File: src/rtl/core/ps2_scancode_to_ascii_top_macros.svh
// Assertion helpers used by the decoder request queue.
// Each macro expects i_clk and i_rst_n in the scope of use.
`ifndef PS2_SCANCODE_TO_ASCII_TOP_MACROS_SVH
`define PS2_SCANCODE_TO_ASCII_TOP_MACROS_SVH

// same-cycle implication
`define PS2A_ASSERT_IMP(lbl, ante, cons) \
    lbl: assert property (@(posedge i_clk) disable iff (!i_rst_n) (ante) |-> (cons)) \
        else $error("ps2a assertion failed");

// next-cycle implication
`define PS2A_ASSERT_NXT(lbl, ante, cons) \
    lbl: assert property (@(posedge i_clk) disable iff (!i_rst_n) (ante) |=> (cons)) \
        else $error("ps2a assertion failed");

`endif

File: src/rtl/core/ps2a_pkg.sv
`default_nettype none

package ps2a_pkg;

    localparam int unsigned CODE_W     = 8;
    localparam int unsigned CHAR_W     = 7;
    localparam int unsigned QUEUE_DEPTH = 2;

    // scan codes with special meaning
    localparam logic [CODE_W-1:0] SC_ALT    = 8'h11;
    localparam logic [CODE_W-1:0] SC_LSHIFT = 8'h12;
    localparam logic [CODE_W-1:0] SC_CTRL   = 8'h14;
    localparam logic [CODE_W-1:0] SC_CAPS   = 8'h58;
    localparam logic [CODE_W-1:0] SC_RSHIFT = 8'h59;
    localparam logic [CODE_W-1:0] SC_NUM    = 8'h77;
    localparam logic [CODE_W-1:0] SC_BREAK  = 8'hf0;
    localparam logic [CODE_W-1:0] SC_EXT    = 8'he0;
    localparam logic [CODE_W-1:0] SC_PAUSE  = 8'he1;

    typedef enum logic [1:0] {
        TBL_PLAIN,
        TBL_SHIFT,
        TBL_CTRL
    } t_tbl;

    typedef struct packed {
        logic [CHAR_W-1:0] code;
        t_tbl              sel;
    } t_req;

    // entries identical in the plain and shift tables
    function automatic logic [CHAR_W-1:0] common_lut(input logic [CHAR_W-1:0] code);
        logic [CHAR_W-1:0] ch;
        case (code)
            7'h0d: ch = 7'h09;
            7'h29: ch = 7'h20;
            7'h5a: ch = 7'h0a;
            7'h66: ch = 7'h08;
            7'h69: ch = 7'h31;
            7'h6b: ch = 7'h34;
            7'h6c: ch = 7'h37;
            7'h70: ch = 7'h30;
            7'h71: ch = 7'h2e;
            7'h72: ch = 7'h32;
            7'h73: ch = 7'h35;
            7'h74: ch = 7'h36;
            7'h75: ch = 7'h38;
            7'h76: ch = 7'h1b;
            7'h79: ch = 7'h2b;
            7'h7a: ch = 7'h33;
            7'h7b: ch = 7'h2d;
            7'h7c: ch = 7'h2a;
            7'h7d: ch = 7'h39;
            default: ch = '0;
        endcase
        return ch;
    endfunction

    function automatic logic [CHAR_W-1:0] plain_lut(input logic [CHAR_W-1:0] code);
        logic [CHAR_W-1:0] ch;
        case (code)
            7'h0e: ch = 7'h60;
            7'h15: ch = 7'h71;
            7'h16: ch = 7'h31;
            7'h1a: ch = 7'h7a;
            7'h1b: ch = 7'h73;
            7'h1c: ch = 7'h61;
            7'h1d: ch = 7'h77;
            7'h1e: ch = 7'h32;
            7'h21: ch = 7'h63;
            7'h22: ch = 7'h78;
            7'h23: ch = 7'h64;
            7'h24: ch = 7'h65;
            7'h25: ch = 7'h34;
            7'h26: ch = 7'h33;
            7'h2a: ch = 7'h76;
            7'h2b: ch = 7'h66;
            7'h2c: ch = 7'h74;
            7'h2d: ch = 7'h72;
            7'h2e: ch = 7'h35;
            7'h31: ch = 7'h6e;
            7'h32: ch = 7'h62;
            7'h33: ch = 7'h68;
            7'h34: ch = 7'h67;
            7'h35: ch = 7'h79;
            7'h36: ch = 7'h36;
            7'h3a: ch = 7'h6d;
            7'h3b: ch = 7'h6a;
            7'h3c: ch = 7'h75;
            7'h3d: ch = 7'h37;
            7'h3e: ch = 7'h38;
            7'h41: ch = 7'h2c;
            7'h42: ch = 7'h6b;
            7'h43: ch = 7'h69;
            7'h44: ch = 7'h6f;
            7'h45: ch = 7'h30;
            7'h46: ch = 7'h39;
            7'h49: ch = 7'h2e;
            7'h4a: ch = 7'h2f;
            7'h4b: ch = 7'h6c;
            7'h4c: ch = 7'h3b;
            7'h4d: ch = 7'h70;
            7'h4e: ch = 7'h2d;
            7'h52: ch = 7'h27;
            7'h54: ch = 7'h5b;
            7'h55: ch = 7'h3d;
            7'h5b: ch = 7'h5d;
            7'h5d: ch = 7'h5c;
            default: ch = common_lut(code);
        endcase
        return ch;
    endfunction

    function automatic logic [CHAR_W-1:0] shift_lut(input logic [CHAR_W-1:0] code);
        logic [CHAR_W-1:0] ch;
        case (code)
            7'h0e: ch = 7'h7e;
            7'h15: ch = 7'h51;
            7'h16: ch = 7'h21;
            7'h1a: ch = 7'h5a;
            7'h1b: ch = 7'h53;
            7'h1c: ch = 7'h41;
            7'h1d: ch = 7'h57;
            7'h1e: ch = 7'h40;
            7'h21: ch = 7'h43;
            7'h22: ch = 7'h58;
            7'h23: ch = 7'h44;
            7'h24: ch = 7'h45;
            7'h25: ch = 7'h24;
            7'h26: ch = 7'h23;
            7'h2a: ch = 7'h56;
            7'h2b: ch = 7'h46;
            7'h2c: ch = 7'h54;
            7'h2d: ch = 7'h52;
            7'h2e: ch = 7'h25;
            7'h31: ch = 7'h4e;
            7'h32: ch = 7'h42;
            7'h33: ch = 7'h48;
            7'h34: ch = 7'h47;
            7'h35: ch = 7'h59;
            7'h36: ch = 7'h5e;
            7'h3a: ch = 7'h4d;
            7'h3b: ch = 7'h4a;
            7'h3c: ch = 7'h55;
            7'h3d: ch = 7'h26;
            7'h3e: ch = 7'h2a;
            7'h41: ch = 7'h3c;
            7'h42: ch = 7'h4b;
            7'h43: ch = 7'h49;
            7'h44: ch = 7'h4f;
            7'h45: ch = 7'h29;
            7'h46: ch = 7'h28;
            7'h49: ch = 7'h3e;
            7'h4a: ch = 7'h7c;
            7'h4b: ch = 7'h4c;
            7'h4c: ch = 7'h3a;
            7'h4d: ch = 7'h50;
            7'h4e: ch = 7'h5f;
            7'h52: ch = 7'h22;
            7'h54: ch = 7'h7b;
            7'h55: ch = 7'h2b;
            7'h5b: ch = 7'h7d;
            7'h5d: ch = 7'h7c;
            default: ch = common_lut(code);
        endcase
        return ch;
    endfunction

    function automatic logic [CHAR_W-1:0] ctrl_lut(input logic [CHAR_W-1:0] code);
        logic [CHAR_W-1:0] ch;
        case (code)
            7'h15: ch = 7'h11;
            7'h1a: ch = 7'h1a;
            7'h1b: ch = 7'h13;
            7'h1c: ch = 7'h01;
            7'h1d: ch = 7'h15;
            7'h21: ch = 7'h03;
            7'h22: ch = 7'h18;
            7'h23: ch = 7'h04;
            7'h24: ch = 7'h05;
            7'h2a: ch = 7'h16;
            7'h2b: ch = 7'h06;
            7'h2c: ch = 7'h14;
            7'h2d: ch = 7'h12;
            7'h31: ch = 7'h0e;
            7'h32: ch = 7'h02;
            7'h33: ch = 7'h08;
            7'h34: ch = 7'h07;
            7'h35: ch = 7'h19;
            7'h3a: ch = 7'h0d;
            7'h3b: ch = 7'h0a;
            7'h3c: ch = 7'h15;
            7'h42: ch = 7'h0b;
            7'h43: ch = 7'h09;
            7'h44: ch = 7'h0f;
            7'h4d: ch = 7'h10;
            7'h5a: ch = 7'h0d;
            default: ch = '0;
        endcase
        return ch;
    endfunction

    function automatic logic [CHAR_W-1:0] ps2a_lookup(input t_req req);
        logic [CHAR_W-1:0] ch;
        case (req.sel)
            TBL_CTRL:  ch = ctrl_lut(req.code);
            TBL_SHIFT: ch = shift_lut(req.code);
            default:   ch = plain_lut(req.code);
        endcase
        return ch;
    endfunction

endpackage

`default_nettype wire

File: src/rtl/core/ps2a_front.sv
`default_nettype none

module ps2a_front (
    input  logic                        i_clk,
    input  logic                        i_rst_n,
    input  logic                        i_valid,
    input  logic [ps2a_pkg::CODE_W-1:0] i_scan_code,
    input  logic                        i_q_ready,
    output logic                        o_ready,
    output logic                        o_push,
    output ps2a_pkg::t_req              o_req
);
    import ps2a_pkg::*;

    typedef enum logic [2:0] {
        PFX_IDLE,
        PFX_BREAK,
        PFX_EXT,
        PFX_EXTBRK,
        PFX_PAUSE
    } t_prefix_e;

    t_prefix_e r_state, n_state;
    logic      r_alt, n_alt;
    logic      r_ctrl, n_ctrl;
    logic      r_shift, n_shift;
    logic      r_lock, n_lock;
    logic      n_push;
    logic      accept;

    assign o_ready = i_q_ready;
    assign accept  = i_valid && i_q_ready;

    always_comb begin
        n_state = r_state;
        n_alt   = r_alt;
        n_ctrl  = r_ctrl;
        n_shift = r_shift;
        n_lock  = r_lock;
        n_push  = 1'b0;
        case (r_state)
            PFX_BREAK: begin
                if (i_scan_code == SC_ALT) begin
                    n_alt = 1'b0;
                end else if (i_scan_code == SC_CTRL) begin
                    n_ctrl = 1'b0;
                end else if (i_scan_code == SC_CAPS) begin
                    n_lock = 1'b0;
                end else if (i_scan_code == SC_LSHIFT || i_scan_code == SC_RSHIFT) begin
                    n_shift = 1'b0;
                end
                n_state = PFX_IDLE;
            end
            PFX_EXT: begin
                n_state = (i_scan_code == SC_BREAK) ? PFX_EXTBRK : PFX_IDLE;
            end
            PFX_EXTBRK: begin
                n_state = PFX_IDLE;
            end
            PFX_PAUSE: begin
                if (i_scan_code == SC_NUM) begin
                    n_state = PFX_IDLE;
                end
            end
            default: begin
                n_state = PFX_IDLE;
                if (i_scan_code == SC_ALT) begin
                    n_alt = 1'b1;
                end else if (i_scan_code == SC_CTRL) begin
                    n_ctrl = 1'b1;
                end else if (i_scan_code == SC_CAPS) begin
                    n_lock = 1'b1;
                end else if (i_scan_code == SC_NUM) begin
                    n_state = PFX_IDLE;
                end else if (i_scan_code == SC_LSHIFT || i_scan_code == SC_RSHIFT) begin
                    n_shift = 1'b1;
                end else if (i_scan_code == SC_BREAK) begin
                    n_state = PFX_BREAK;
                end else if (i_scan_code == SC_EXT) begin
                    n_state = PFX_EXT;
                end else if (i_scan_code == SC_PAUSE) begin
                    n_state = PFX_PAUSE;
                end else begin
                    // high codes and alt combos produce nothing
                    n_push = !i_scan_code[CODE_W-1] && !r_alt;
                end
            end
        endcase
    end

    always_comb begin
        o_req.code = i_scan_code[CHAR_W-1:0];
        if (r_ctrl) begin
            o_req.sel = TBL_CTRL;
        end else if (r_shift ^ r_lock) begin
            o_req.sel = TBL_SHIFT;
        end else begin
            o_req.sel = TBL_PLAIN;
        end
    end

    assign o_push = accept && n_push;

    always_ff @(posedge i_clk) begin
        if (!i_rst_n) begin
            r_state <= PFX_IDLE;
            r_alt   <= 1'b0;
            r_ctrl  <= 1'b0;
            r_shift <= 1'b0;
            r_lock  <= 1'b0;
        end else if (accept) begin
            r_state <= n_state;
            r_alt   <= n_alt;
            r_ctrl  <= n_ctrl;
            r_shift <= n_shift;
            r_lock  <= n_lock;
        end
    end

endmodule

`default_nettype wire

File: src/rtl/core/ps2a_queue.sv
`default_nettype none

`include "ps2_scancode_to_ascii_top_macros.svh"

module ps2a_queue #(
    parameter int unsigned DEPTH = ps2a_pkg::QUEUE_DEPTH
) (
    input  logic           i_clk,
    input  logic           i_rst_n,
    input  logic           i_push,
    input  ps2a_pkg::t_req i_req,
    output logic           o_ready,
    output logic           o_valid,
    output ps2a_pkg::t_req o_req,
    input  logic           i_pop
);
    import ps2a_pkg::*;

    localparam int unsigned AW = (DEPTH > 1) ? $clog2(DEPTH) : 1;
    localparam int unsigned CW = $clog2(DEPTH + 1);

    t_req          r_mem [DEPTH];
    logic [AW-1:0] r_wr, n_wr;
    logic [AW-1:0] r_rd, n_rd;
    logic [CW-1:0] r_count;

    assign o_ready = (r_count != CW'(DEPTH));
    assign o_valid = (r_count != '0);
    assign o_req   = r_mem[r_rd];

    assign n_wr = (r_wr == AW'(DEPTH - 1)) ? '0 : r_wr + AW'(1);
    assign n_rd = (r_rd == AW'(DEPTH - 1)) ? '0 : r_rd + AW'(1);

    always_ff @(posedge i_clk) begin
        if (i_push) begin
            r_mem[r_wr] <= i_req;
        end
    end

    always_ff @(posedge i_clk) begin
        if (!i_rst_n) begin
            r_wr    <= '0;
            r_rd    <= '0;
            r_count <= '0;
        end else begin
            if (i_push) begin
                r_wr <= n_wr;
            end
            if (i_pop) begin
                r_rd <= n_rd;
            end
            if (i_push && !i_pop) begin
                r_count <= r_count + CW'(1);
            end else if (i_pop && !i_push) begin
                r_count <= r_count - CW'(1);
            end
        end
    end

    `PS2A_ASSERT_IMP(a_no_overflow, i_push, (r_count != CW'(DEPTH)) || i_pop)
    `PS2A_ASSERT_IMP(a_no_underflow, i_pop, r_count != '0)
    `PS2A_ASSERT_NXT(a_count_up, i_push && !i_pop, r_count == $past(r_count) + CW'(1))

endmodule

`default_nettype wire

File: src/rtl/core/ps2a_back.sv
`default_nettype none

module ps2a_back (
    input  logic                        i_clk,
    input  logic                        i_rst_n,
    input  logic                        i_q_valid,
    input  ps2a_pkg::t_req              i_q_req,
    output logic                        o_pop,
    output logic                        o_valid,
    output logic [ps2a_pkg::CHAR_W-1:0] o_ascii_char,
    input  logic                        i_ready
);
    import ps2a_pkg::*;

    logic              r_valid;
    logic [CHAR_W-1:0] r_char;
    logic [CHAR_W-1:0] ch;
    logic              out_free;
    logic              load;

    assign ch       = ps2a_lookup(i_q_req);
    assign out_free = !r_valid || i_ready;
    // empty table entries are dropped without touching the output stage
    assign o_pop    = i_q_valid && ((ch == '0) || out_free);
    assign load     = i_q_valid && (ch != '0) && out_free;

    always_ff @(posedge i_clk) begin
        if (!i_rst_n) begin
            r_valid <= 1'b0;
        end else if (load) begin
            r_valid <= 1'b1;
        end else if (i_ready) begin
            r_valid <= 1'b0;
        end
    end

    always_ff @(posedge i_clk) begin
        if (load) begin
            r_char <= ch;
        end
    end

    assign o_valid      = r_valid;
    assign o_ascii_char = r_char;

endmodule

`default_nettype wire

File: src/rtl/core/ps2_scancode_to_ascii_top.sv
// Channel   Signals                           Transfer when
// -------   -------------------------------   ---------------------
// input     i_valid, o_ready, i_scan_code     i_valid && o_ready
// output    o_valid, i_ready, o_ascii_char    o_valid && i_ready
//
// One scan code per cycle is taken as long as the request queue has room.
// An accepted code is written into the request queue, and the character
// is registered in the output register before it transfers out; the table
// lookup sits between the queue head and the output register.
// Synchronous active-low reset clears prefix state, modifiers, queue and
// output valid. A stalled output backs up the queue; o_ready drops once
// the queue is full, so up to QUEUE_DEPTH + 1 characters can be in flight.
`default_nettype none

module ps2_scancode_to_ascii_top #(
    parameter int unsigned QUEUE_DEPTH = ps2a_pkg::QUEUE_DEPTH
) (
    input  logic                        i_clk,
    input  logic                        i_rst_n,
    input  logic                        i_valid,
    output logic                        o_ready,
    input  logic [ps2a_pkg::CODE_W-1:0] i_scan_code,
    output logic                        o_valid,
    input  logic                        i_ready,
    output logic [ps2a_pkg::CHAR_W-1:0] o_ascii_char
);
    import ps2a_pkg::*;

    // front -> queue
    logic push;
    t_req push_req;
    logic q_ready;

    // queue -> back
    logic q_valid;
    t_req q_req;
    logic pop;

    // Front: prefix machine and modifier flags; only make codes that may
    // map to a character become lookup requests.
    ps2a_front u_front (
        .i_clk       (i_clk),
        .i_rst_n     (i_rst_n),
        .i_valid     (i_valid),
        .i_scan_code (i_scan_code),
        .i_q_ready   (q_ready),
        .o_ready     (o_ready),
        .o_push      (push),
        .o_req       (push_req)
    );

    // Request queue decouples classification from lookup and output stall.
    ps2a_queue #(
        .DEPTH (QUEUE_DEPTH)
    ) u_queue (
        .i_clk   (i_clk),
        .i_rst_n (i_rst_n),
        .i_push  (push),
        .i_req   (push_req),
        .o_ready (q_ready),
        .o_valid (q_valid),
        .o_req   (q_req),
        .i_pop   (pop)
    );

    // Back: ROM lookup, zero entries dropped, result held in output register.
    ps2a_back u_back (
        .i_clk        (i_clk),
        .i_rst_n      (i_rst_n),
        .i_q_valid    (q_valid),
        .i_q_req      (q_req),
        .o_pop        (pop),
        .o_valid      (o_valid),
        .o_ascii_char (o_ascii_char),
        .i_ready      (i_ready)
    );

endmodule

`default_nettype wire
File: config.mk
export PLATFORM = sky130hd
export DESIGN_NAME = ps2_scancode_to_ascii_top
export DESIGN_NICKNAME = d
export VERILOG_FILES = /design/src/rtl/core/ps2a_pkg.sv /design/src/rtl/core/ps2a_front.sv /design/src/rtl/core/ps2a_queue.sv /design/src/rtl/core/ps2a_back.sv /design/src/rtl/core/ps2_scancode_to_ascii_top.sv
export VERILOG_INCLUDE_DIRS = /design/src /design/src/rtl/core
export SDC_FILE = /design/constraint.sdc
export NUM_CORES = 1
export LEC_CHECK = 0
export BUFFER_PORTS_ARGS = -buffer_cell sky130_fd_sc_hd__buf_2
export CAP_MARGIN = 15
export CORE_MARGIN = 10
export CORE_UTILIZATION = 36
export CTS_BUF_LIST = sky130_fd_sc_hd__clkbuf_8
export CTS_CLUSTER_DIAMETER = 150
export DETAILED_ROUTE_END_ITERATION = 8
export SLEW_MARGIN = 20
export SYNTH_ARGS = -nofsm -noshare
export SYNTH_HDL_FRONTEND = slang
export SYNTH_SLANG_ARGS = --single-unit
File: constraint.sdc
create_clock -name i_clk -period 4.7 [get_ports i_clk]
set_input_delay 0 -clock i_clk [delete_from_list [all_inputs] [get_ports i_clk]]
set_output_delay 0 -clock i_clk [all_outputs]
set_load 0.02 [all_outputs]
# Word-level counts from Yosys, hierarchy flattened
# Memories as Yosys holds them, arrays and structs flattened. A register that Yosys moved wholly into a read port is not among the register bits.
# Index checks and enable logic that the tools add are counted.
# totals
word_cells,196
mem_bits_rw,18
inputBits,12
mem_count,2
output_inout_bits,9
ff_bits,19
mem_bits_ro,640
# mem_list
memory,words,word_bits,rd,rd_clocked_by_memory_dff,wr,line,text
(no name shown),128,5,1,0,0,ps2a_pkg.sv:171,case (code)
u_queue.r_mem,2,9,1,1,1,ps2a_queue.sv:22,t_req r_mem [DEPTH];
# op_classes
n_eq_ne,84
addsub,4
mux,61
reduce_logical,30
bitwise_logic,5
# op_table
operator,count
$pmux W7 S47,1
$pmux W7 S46,1
$eq A7 B7 Y1 const B,34
$eq A7 B6 Y1 const B,23
$pmux W6 S19,1
$eq A7 B5 Y1 const B,7
$mux W1,39
$mux W3,9
$eq A8 B5 Y1 const B,3
$eq A8 B7 Y1 const B,3
$eq A8 B8 Y1 const B,3
$eq A7 B4 Y1 const B,2
$pmux W7 S2,1
$pmux W3 S3,1
$logic_and A1 B1 Y1,8
$mux W2,4
$pmux W1 S2,4
$logic_not A7 Y1,1
$reduce_and A7 Y1,1
$reduce_bool A7 Y1,1
$eq A3 B2 Y1 const B,2
$reduce_bool A2 Y1,3
$logic_not A1 Y1,5
$reduce_and A5 Y1,1
other kinds (18),26

# Depth between registers and ports, before layout
# Gate-level depths: netlist (run 1).
# logic_depth
ltp_word,16
ltp_mapped,22
depth_no_buf,17

# By module
# Synthesis (run 1) repeated with hierarchy kept, for this count alone.
# unflattened
cells_unflattened,538
area_unflattened_um2,4340.4
# by_module_without_submodules
mod,area_per_inst_um2,instances,cells_each,seq_area_each_um2
ps2a_back,2849.0,1,414,230.2
ps2a_queue,865.8,1,50,640.6
ps2a_front,625.6,1,74,140.1

# Worst setup path before layout (run 1)
# No wires, ideal clock.
# synth_path
kind,register -> register
start,register (tool-made name)
end,register u_queue.r_count[1]
period_less_slack_ps,4768
t_required_ps,4629
setup_time_ps,71
stages_incl_launch_ff,22
slack_ps,-68
n_path_buf,5
t_arrival_ps,4698
path_cell_list,dfxtp_1 -> buf_6 -> buf_6 -> buf_2 -> mux2i_1 -> inv_1 -> ha_1 -> clkbuf_1 -> and4b_1 -> nor2_2 -> buf_2 -> nand4_1 -> a21oi_1 -> a31oi_1 -> nor3b_1 -> a2111oi_0 -> or3_1 -> nor4b_2 -> o21ai_1 -> ha_1 -> or3_1 -> a21oi_1
# synth_rtl
item,line,text
to (signal assigned),ps2a_queue.sv:53,r_count <= r_count + CW'(1);
to (signal assigned),ps2a_queue.sv:55,r_count <= r_count - CW'(1);
to (decl),ps2a_queue.sv:25,logic [CW-1:0] r_count;

==> reports/qor.csv, run 1 <==
stage,metric,value,unit
logic_synthesis,yosysSeqAreaShare,24.66,%
logic_synthesis,synth-main-ff-cell,edfxtp_1,
power,p_leak,1.732,nW
clock_network,clk_pin_slew,0.07,ns
sta,hold_viol,0,
global_route,busiest_layer,met2,
critical_path,cp_max_fo,12,
detailed_routing,vias,4782,
die,dieArea,16060,µm²
logic_synthesis,syn_area,4100,µm²
finish,diodes,0,
critical_path,crit_chain,mux2i_4 -> inv_1 -> ha_1 -> and4b_1 -> nor2_4 -> buf_12 -> nand4_1 -> a21oi_2 -> a31oi_1 -> o41ai_2 -> o21ai_1 -> or3_4 -> nor4b_2 -> o21ai_1 -> ha_1 -> xor2_1 -> or3_1 -> a21oi_1,
sta,fin_worst_skew,0.01049,ns
clock_network,root_buffer,clkbuf_8,
logic_synthesis,synth_top_area_share,18.31,%
detailed_routing,wl_per_cell,23.08,µm
critical_path,cp.arrival,4.75,ns
logic_synthesis,synth_seq_cells,38,
detailed_routing,drt_wl_total,16.27,mm
critical_path,critPathCaptureType,register,
critical_path,reg2regPathDepth,18,
die,die_w,126.7,µm
critical_path,crit_end,u_queue.r_count[1],
global_route,met3_usage,2.457,%
finish,drive_gt1_share,21.06,%
logic_synthesis,ys_async_sr_fraction,0,%
logic_synthesis,syn_inst,520,
global_route,grt_pass1_wl,25.24,mm
sta,period_share,96.21,%
clock_network,clockBufferDepth,2,
logic_synthesis,yosysWarnings,0,
sta,drv_slew,0,
clock_network,cts_htree_levels,2,
global_route,grt_pass1_vias,4552,
die,io_pins,21,
die,rows,38,
logic_synthesis,synth_nets,539,
clock_network,cts_tree,yes,
global_route,gr-usage-met1,24.51,%
sta,tns,0,ns
logic_synthesis,synth-edff-count,25,
finish,syn_to_final_growth,18.19,%
detailed_routing,drtIter0Drc,643,
sta,setup_viol,0,
sta,slew_headroom,40.47,%
logic_synthesis,synthTopCellsByCount,"a21oi_1, nor2_1, nand2_1, o21ai_0, edfxtp_1",
logic_synthesis,synth_cell_types,90,
critical_path,start_kind,register,
finish,utilization,44.12,%
global_route,grt-ovfl-total,0,
placed_design,io_buffer_count,20,
die,start_util,37.33,%
clock_network,cts_num_sinks,38,
placed_design,post_dp_cell_area,4582,µm²
finish,finalNetCount,583,
power,pwr_density_cell,452.2,nW/µm²
status,status,finished clean,
critical_path,cpPeakStageDelay,0.40,ns
clock_network,cts_inserted_buffers,5,
global_route,gr-usage-met2,31.01,%
critical_path,crit_type,reg -> reg,
power,ir_worst_vdd,0.3277,mV
critical_path,cp.required,4.93,ns
placed_design,gp_congestion,0.9999,
detailed_routing,ant_nets,0,
die,chipHeight,126.7,µm
finish,postLayoutCellArea,4846,µm²
logic_synthesis,synth_area_per_cell,7.885,µm²
flow_run,max-cap-violations,0,
critical_path,worst-r2r-setup-slack,0.18,ns
placed_design,hpwl,12.60,mm
worst_hold_path,hold_class,in -> reg,
sta,worst_pin_slew,0.8870,ns
die,design.core.area,10980,µm²
critical_path,r2r_end,u_queue.r_count[1],
critical_path,slowest_stage,dfxtp_4,
detailed_routing,routed_via_density,6.783,
clock_network,insertion_delay,0.30,ns
logic_synthesis,synth_top_area_cell,edfxtp_1,
finish,fillers,1105,
global_route,gr-usage-all-layers,19.28,%
logic_synthesis,synth_most_common_cell,a21oi_1,
global_route,antenna_found_initial,0,
detailed_routing,remaining_drc_errors,0,
power,finalPower,2.191,mW
sta,hold_ws,0.01480,ns
logic_synthesis,synthTopCellsByArea,"edfxtp_1, dfxtp_1, a21oi_1, nor2_1, o21ai_0",
global_route,grt_max_degree,49,
sta,post-route-min-period,4.522,ns
detailed_routing,drt_pass1_iterations,5,
sta,fmax,221.1,MHz
metal layers:
layer | part of all wire, % | vias up
met1 | 40 | 2285
met4 | 5.1 | 0
met3 | 9.0 | 66
met5 | 0 | -
met2 | 46 | 296
li1 | - | 2135
what timing repair did:
action                     CTS  global route
setup buffers                0             1
setup endpoints to repair    0             9
hold endpoints to repair    11             0
hold buffers                 6             0
resized for setup            0            20
worst min-delay path by stage:
stage                     cells after the start  slack [ns]           start             endpoint
after floorplan                               0         0.1  i_scan_code[0]  u_queue.r_mem[0][2]
after global placement                        1        0.23  i_scan_code[5]  u_queue.r_mem[0][7]
after detailed placement                      1        0.24  i_scan_code[5]  u_queue.r_mem[0][7]
after CTS                                     1      0.0007  i_scan_code[1]  u_queue.r_mem[1][3]
after global routing                          1        0.02  i_scan_code[1]  u_queue.r_mem[1][3]
final                                         1        0.01  i_scan_code[1]  u_queue.r_mem[0][3]
stage by stage:
step / worst slack (ns) / instances
floorplan: 0.06368 / 520
global placement: 0.007403 / 690
detailed placement: 0.06064 / 690
CTS: 0.03030 / 704
global route: -0.00004041 / 705
finish: 0.1780 / 705
final cells by class:
class	instances	area (µm²)	area share, %
well taps	140	175.2	3.615
inverters	13	48.80	1.007
multi-input cells	432	2964	61.17
flip-flops and latches	38	1015	20.94
clock inverters	3	37.54	0.7746
clock buffers	5	68.82	1.420
repair buffers	74	536.8	11.08
flip-flops by register name, summed over array words and instances, names as in the netlist, named ones only:
signal / cells
u_back.o_valid: 1
u_front.r_ctrl: 1
u_front.r_alt: 1
u_back.o_ascii_char: 7
u_front.r_lock: 1
u_queue.r_mem: 18
u_queue.r_wr: 1
u_queue.r_count: 2
u_queue.r_rd: 1
u_front.r_shift: 1
u_front.r_state: 3
worst max-delay path, delay by kind of cell, from the launching register on:
| kind | cells | cell delay (ns) |
|---|---|---|
| AOI/OAI and AO/OA | 6 | 1.16 |
| xor gates and xnor gates | 1 | 0.15 |
| adders and majority gates | 2 | 0.47 |
| buffers and inverters | 2 | 0.30 |
| DFF | 1 | 0.40 |
| muxes | 1 | 0.30 |
| and+or+nand+nor | 6 | 1.67 |
placed cells by master, fill, tap and decap left out, types with 5 or more instances in the layout:
cell type / count
a211oi_1: 8
a21o_1: 9
a21oi_1: 46
a311oi_1: 6
a31oi_1: 13
and2_1: 7
and3_1: 7
and4b_1: 7
buf_2: 20
buf_4: 46
clkbuf_8: 5
dfxtp_1: 12
dlygate4sd3_1: 6
edfxtp_1: 25
inv_1: 13
mux2_2: 5
mux2i_1: 6
nand2_1: 33
nand2b_1: 9
nand3_1: 14
nand3b_1: 5
nand4_1: 7
nor2_1: 43
nor2b_1: 5
nor3_1: 18
nor3b_1: 5
nor4_1: 7
o211ai_1: 10
o21a_1: 5
o21ai_0: 29
o21ai_1: 8
o22ai_1: 12
power breakdown:
group | switching [mW] | internal (mW)
Clock | 0.111 | 0.154
Sequential | 0.0401 | 0.445
Combinational | 0.893 | 0.547
Total | 1.04 | 1.15
cell families after synthesis:
kind of cell	count (synthesis)	share of synthesized area, %
AND/OR/NAND/NOR	201	28.41
XOR/XNOR	6	1.282
multiplexers	14	3.875
AO/OA/AOI/OAI	204	34.15
flip-flops	38	24.66
buffers and inverters	50	5.493
adder cells (fa/ha/maj)	7	2.136
(Power assumes the default switching activity.)
==> run 2, diff against run 1 <==
--- a/config.mk
+++ b/config.mk
@@ -13,6 +13,7 @@
 export CTS_BUF_LIST = sky130_fd_sc_hd__clkbuf_8
 export CTS_CLUSTER_DIAMETER = 150
 export DETAILED_ROUTE_END_ITERATION = 8
+export PLACE_DENSITY_LB_ADDON = 0.2
 export SLEW_MARGIN = 20
 export SYNTH_ARGS = -nofsm -noshare
 export SYNTH_HDL_FRONTEND = slang
==> run 2 against run 1 <==
Combinational power about the same. Register-to-register slack gained 0.03 ns. Sequential power is 2% higher. Clock skew decreased by 0.0036 ns. Total power rose by 4.5%. Count of clock-buffer cells in the layout unchanged. Maximum frequency up 0.73%. Critical endpoint unchanged.
==> reports/qor.csv, run 2 (synthesis results as in run 1) <==
stage,metric,value,unit,change
power,swShare,47.10,%,-0.58 points
finish,fillers,1087,,-1.6%
die,chipHeight,126.7,µm,unchanged
critical_path,worst-r2r-setup-slack,0.21,ns,+0.03 ns
clock_network,cts_inserted_buffers,5,,unchanged
status,status,finished clean,,
finish,finalNetCount,586,,+0.51%
critical_path,crit_type,reg -> reg,,
sta,period_share,95.52,%,-0.69 points
sta,hold_ws,0.008703,ns,-0.006099 ns
finish,diodes,0,,unchanged
critical_path,start_kind,register,,
sta,hold_viol,0,,unchanged
global_route,antenna_found_initial,0,,unchanged
global_route,grt_max_degree,41,,-16%
finish,drive_gt1_share,22.18,%,+1.1 points
power,ir_worst_vdd,0.3238,mV,-1.2%
power,p_int,1.212,mW,+5.7%
critical_path,crit_top_cell,a21oi_1,,
placed_design,post_dp_cell_area,4597,µm²,+0.33%
sta,setup_viol,0,,unchanged
die,dieArea,16060,µm²,unchanged
clock_network,cts_num_sinks,38,,unchanged
finish,multi_input_area,2963,µm²,about the same
clock_network,clk_pin_slew,0.08,ns,about the same
critical_path,cp.required,4.92,ns,about the same
finish,utilization,44.57,%,+0.44 points
critical_path,critPathCaptureType,register,,
power,p_comb_share,64.0,%,-1.7 points
die,io_pins,21,,unchanged
finish,final_common_cell,buf_4,,
finish,postLayoutCellArea,4895,µm²,+1.0%
detailed_routing,drt_wl_total,16.90,mm,+3.9%
worst_hold_path,hold_class,in -> reg,,
finish,seqCellArea,1015,µm²,unchanged
flow_run,max-cap-violations,0,,unchanged
detailed_routing,routed_via_density,6.828,,+0.66%
detailed_routing,vias,4834,,+1.1%
global_route,gr-usage-all-layers,20.15,%,+0.87 points
finish,largest_register_ffs,18,,unchanged
critical_path,cp_max_fo,7,,-5
global_route,grt_pass1_vias,4607,,+1.2%
power,p_sw,1.079,mW,+3.3%
power,seq_power_share,21.5,%,-0.6 points
clock_network,cts_tree,yes,,
critical_path,crit_chain,mux2_2 -> ha_2 -> and4b_4 -> a41o_1 -> o211ai_2 -> o21ai_1 -> or4b_1 -> a21oi_1 -> a21oi_1 -> or3_4 -> nor4b_4 -> o21ai_1 -> ha_1 -> xor2_1 -> or3_1 -> a21oi_1,,
critical_path,cpPeakStageDelay,0.55,ns,+0.15 ns
clock_network,insertion_delay,0.29,ns,about the same
detailed_routing,ant_nets,0,,unchanged
sta,slew_headroom,34.76,%,-5.7 points
sta,fin_worst_skew,0.006852,ns,-0.003633 ns
clock_network,clockBufferDepth,2,,unchanged
die,die_w,126.7,µm,unchanged
clock_network,cts_htree_levels,2,,unchanged
power,p_leak,1.747,nW,+0.86%
sta,worst_pin_slew,0.9720,ns,+0.08500 ns
global_route,grt_pass1_wl,26.33,mm,+4.3%
die,design.core.area,10980,µm²,unchanged
global_route,grt-ovfl-total,0,,unchanged
critical_path,slowest_stage,or4b_1,,
sta,fmax,222.7,MHz,+0.73%
finish,top_register,u_queue.r_mem,,
worst_hold_path,min_from,i_scan_code[1],,
finish,syn_to_final_growth,19.38,%,
detailed_routing,wl_per_cell,23.87,µm,+3.4%
placed_design,gp_congestion,1.053,,+5.3%
sta,post-route-min-period,4.489,ns,-0.03260 ns
power,pwr_density_cell,467.9,nW/µm²,+3.5%
detailed_routing,drt_pass1_iterations,6,,+1
placed_design,io_buffer_count,20,,unchanged
detailed_routing,drtIter0Drc,668,,+3.9%
critical_path,cp.arrival,4.71,ns,-0.04 ns
clock_network,root_buffer,clkbuf_8,,
die,start_util,37.33,%,unchanged
finish,layout_common_cells,"buf_4, a21oi_1, nor2_1, nand2_1, o21ai_0",,
sta,drv_slew,0,,unchanged
detailed_routing,remaining_drc_errors,0,,unchanged
placed_design,hpwl,12.79,mm,+1.5%
die,rows,38,,unchanged
sta,rsz0062_at_grt,no,,
power,pwr-share-clk,14.5,%,+2.4 points
run 2: cell types whose count changed in the layout (fill, tap and decap cells not counted), sizes merged:
cell,delta
buf,+3
inv,-2
bufinv,+1
clkinv,+1
run 2: power groups by stage:
stage / clock network [mW] / registers, mW / logic [mW]
2_1_floorplan: 0 / 0.521 / 0.864
3_3_place_gp: 0 / 0.494 / 1.38
3_5_place_dp: 0 / 0.496 / 1.36
4_1_cts: 0.338 / 0.491 / 1.38
5_1_grt: 0.353 / 0.500 / 1.56
6_report: 0.331 / 0.493 / 1.47
run 2: layer usage:
layer	wire (µm)	vias up	track usage, %	share of wire (%)
li1	-	2137	-	-
met1	6673	2276	25.63	39
met2	7526	345	31.44	45
met3	1904	76	4.290	11
met4	795	0	10.05	4.7
met5	0	-	0	0
run 2: area by class of cell:
type / instances / share of cell area, %
clock buffer: 5 / 1.406
timing repair buffer: 77 / 11.35
clock inverter: 3 / 1.406
inverter: 13 / 0.9969
multi-input combinational: 432 / 60.53
tap: 140 / 3.579
sequential: 38 / 20.73
run 2: worst paths after layout:
kind / endpoint / cells after the start
max: u_queue.r_count[1] / 16
min: u_queue.r_mem[0][3] / 1
max reg2reg: u_queue.r_count[1] / 16
min reg2reg: u_queue.r_mem[0][1] / 0
run 2: through the flow:
step	setup slack [ns]	TNS [ns]	std cells	total power, mW
finish	0.2106	0	708	2.290
global route	0.008243	0	708	2.415
CTS	0.04811	0	706	2.211
detailed placement	0.01054	0	692	1.858
global placement	-0.04488	-0.04488	692	1.879
floorplan	0.06368	0	520	1.385
run 2: what timing repair did:
action | 4_1_cts | 5_1_grt
pin swaps | 0 | 2
endpoints found under the hold margin | 11 | 0
gates resized for setup | 2 | 17
endpoints found under the setup margin | 1 | 9
buffers inserted | 0 | 2
hold buffers | 6 | 0
run 2: worst max-delay path, delay by kind of cell (launching register included):
family,cells,cell delay [ns]
AO/OA/AOI/OAI,7,1.19
adder cells (fa/ha/maj),2,0.46
XOR/XNOR,1,0.15
AND/OR/NAND/NOR,5,1.80
flip-flops,1,0.41
multiplexers,1,0.39
==> run 3, diff against run 2 <==
--- a/config.mk
+++ b/config.mk
@@ -9,11 +9,12 @@
 export BUFFER_PORTS_ARGS = -buffer_cell sky130_fd_sc_hd__buf_2
 export CAP_MARGIN = 15
 export CORE_MARGIN = 10
-export CORE_UTILIZATION = 36
+export CORE_UTILIZATION = 48
 export CTS_BUF_LIST = sky130_fd_sc_hd__clkbuf_8
 export CTS_CLUSTER_DIAMETER = 150
 export DETAILED_ROUTE_END_ITERATION = 8
-export PLACE_DENSITY_LB_ADDON = 0.2
+export GPL_TIMING_DRIVEN = 0
+export PLACE_DENSITY = 0.7
 export SLEW_MARGIN = 20
 export SYNTH_ARGS = -nofsm -noshare
 export SYNTH_HDL_FRONTEND = slang
==> run 3 against run 2 <==
The flow now finishes with violations (design-rule violations, negative setup slack). Via count rose by 6.2%. Register-to-register slack got worse by 0.25 ns. Worst setup slack got worse by 0.25 ns. Die area fell by 21%. Sequential share of layout area fell by 1.6 points. Maximum frequency fell by 5.3%. Final cell count fell by 2.3%. Combinational power rose by 15%. Count of clock-buffer cells in the layout did not move. Sequential power fell by 3%. Clock skew rose by 0.00091 ns. Critical path type unchanged.
==> reports/qor.csv, run 3 (synthesis results as in run 1) <==
stage,metric,value,unit,change
worst_hold_path,hold_depth,1,,unchanged
clock_network,cts_tree,yes,,
power,pwr_density_cell,461.4,nW/µm²,-1.4%
die,io_pins,21,,unchanged
critical_path,worst-r2r-setup-slack,-0.04,ns,-0.25 ns
global_route,grt-ovfl-total,0,,unchanged
placed_design,io_buffer_count,20,,unchanged
critical_path,crit_chain,buf_8 -> buf_12 -> buf_12 -> mux2_4 -> ha_4 -> buf_8 -> and4b_2 -> nor2_4 -> nand4_1 -> a21oi_2 -> a31oi_4 -> o41ai_2 -> o21ai_2 -> or3_4 -> nor4b_4 -> o21ai_1 -> ha_1 -> or3_1 -> a21oi_2,,
detailed_routing,wl_per_cell,24.57,µm,+2.9%
placed_design,place_inst,645,,-6.8%
detailed_routing,vias,5132,,+6.2%
worst_hold_path,min_from,i_scan_code[2],,
sta,rsz0062_at_grt,yes,,
clock_network,root_buffer,clkbuf_8,,
worst_hold_path,hold_class,in -> reg,,
finish,largest_register_ffs,18,,unchanged
sta,slew_headroom,24.91,%,-9.9 points
status,violations,"design-rule violations, negative setup slack",,
clock_network,cts_htree_levels,2,,unchanged
critical_path,path_delay_family,simple AND/OR/NAND/NOR gates,,
sta,fmax,210.9,MHz,-5.3%
global_route,grt_max_degree,14,,-66%
power,ir_worst_vdd,0.3007,mV,-7.1%
finish,final_cells,692,,-2.3%
die,dieArea,12640,µm²,-21%
global_route,gr-usage-all-layers,24.64,%,+4.5 points
critical_path,crit_type,reg -> reg,,
critical_path,path_buf_inv,4,,+4
sta,drv_slew,0,,unchanged
flow_run,max-cap-violations,0,,unchanged
placed_design,hpwl,11.62,mm,-9.1%
finish,diodes,0,,unchanged
finish,utilization,64.20,%,+20 points
sta,hold_viol,0,,unchanged
power,finalPower,2.446,mW,+6.8%
critical_path,start_kind,register,,
detailed_routing,ant_nets,0,,unchanged
power,p_leak,1.849,nW,+5.9%
finish,top_register,u_queue.r_mem,,
critical_path,cpPeakStageDelay,0.43,ns,-0.12 ns
sta,fin_ws,-0.04145,ns,-0.2520 ns
detailed_routing,remaining_drc_errors,19,,+19
global_route,grt_pass1_vias,4730,,+2.7%
clock_network,clockBufferDepth,2,,unchanged
status,status,"complete, but fails checks",,
die,design.core.area,8258,µm²,-25%
clock_network,clk_pin_slew,0.08,ns,about the same
critical_path,cp.required,4.93,ns,about the same
global_route,grt_pass1_wl,25.76,mm,-2.2%
worst_hold_path,hold_end,u_queue.r_mem[0][4],,
placed_design,gp_congestion,1.024,,-2.8%
clock_network,cts_inserted_buffers,5,,unchanged
finish,layout_common_cells,"a21oi_1, nor2_1, buf_4, nand2_1, buf_2",,
sta,post-route-min-period,4.741,ns,+0.2520 ns
critical_path,slowest_stage,or3_4,,
sta,fin_worst_skew,0.007758,ns,+0.0009056 ns
sta,period_share,100.9,%,+5.4 points
critical_path,cp_max_fo,10,,+3
die,chipHeight,112.4,µm,-11%
finish,final_common_cell,a21oi_1,,
detailed_routing,drt_wl_total,17.00,mm,+0.59%
critical_path,reg2regPathDepth,19,,+3
detailed_routing,drtIter0Drc,845,,+26%
finish,drive_gt1_share,28.79,%,+6.6 points
global_route,antenna_found_initial,0,,unchanged
sta,setup_viol,1,,+1
die,rows,33,,-13%
finish,fillers,720,,-34%
finish,syn_to_final_growth,29.29,%,
critical_path,r2r_end,u_queue.r_count[1],,
sta,worst_pin_slew,1.119,ns,+0.1468 ns
die,die_w,112.4,µm,-11%
die,start_util,49.65,%,+12 points
critical_path,cp.arrival,4.97,ns,+0.26 ns
detailed_routing,routed_via_density,7.416,,+8.6%
clock_network,insertion_delay,0.29,ns,about the same
detailed_routing,drt_pass1_iterations,9,,+3
clock_network,cts_num_sinks,38,,unchanged
finish,finalNetCount,605,,+3.2%
critical_path,critPathCaptureType,register,,
==> run 3: changes by cell type in the layout (fill, tap and decap cells not counted), sizes merged <==
cell         previous run  this run
bufinv                  2         1
clkinvlp                0         2
dlygate4sd3             6         7
inv                    12        13
clkbuf                  5        19
clkinv                  2         0
buf                    71        75
==> run 3: metrics by stage <==
stage	TNS [ns]	hold slack, ns	instance area [µm²]	setup WS (ns)
6_report	-0.04145	0.02789	5301	-0.04145
5_1_grt	-0.1798	0.01828	5301	-0.1798
4_1_cts	0	0.005920	4940	0.006247
3_5_place_dp	-8.367	0.2256	4347	-1.133
3_3_place_gp	-8.105	0.2216	4347	-1.097
2_1_floorplan	0	0.09887	4115	0.06368
==> run 3: per-layer routing <==
layer	vias up	routed length (µm)	global-route usage (%)
met1	2386	6320	31.52
met2	448	7153	37.20
met4	0	1121	10.24
li1	2177	-	-
met3	121	2404	8.040
met5	-	0	0
==> run 3: timing repair <==
item,in CTS,in global routing
gates resized for setup,69,47
setup endpoints to repair,14,9
hold buffers,7,0
hold endpoints to repair,14,0
pin swaps,11,22
setup buffers,15,19
==> run 3: area by class of cell <==
| cell class | count | area [µm²] | area share (%) |
|---|---|---|---|
| Clock inverter | 3 | 45.04 | 0.8497 |
| Sequential cell | 38 | 1015 | 19.14 |
| Multi-Input combinational cell | 432 | 3324 | 62.71 |
| Clock buffer | 5 | 68.82 | 1.298 |
| Timing Repair Buffer | 61 | 429.2 | 8.095 |
| Inverter | 13 | 51.30 | 0.9677 |
| Buffer | 35 | 236.5 | 4.461 |
| Tap cell | 105 | 131.4 | 2.478 |
==> run 3: power by group <==
| group | internal (mW) | switching (mW) |
|---|---|---|
| sequential | 0.445 | 0.0346 |
| combinational | 0.664 | 1.02 |
| clock | 0.158 | 0.122 |
| total | 1.27 | 1.18 |
==> run 3: worst max path at each step <==
stage / slack (ns) / from / end / cells after the start
5_1_grt: -0.18 / register / u_queue.r_count[1] / 21
6_report: -0.04 / register / u_queue.r_count[1] / 19
3_3_place_gp: -1.10 / register / u_queue.r_count[1] / 19
2_1_floorplan: 0.06 / register / u_queue.r_count[1] / 19
4_1_cts: 0.006 / register / u_queue.r_count[1] / 19
3_5_place_dp: -1.13 / register / u_queue.r_count[1] / 19
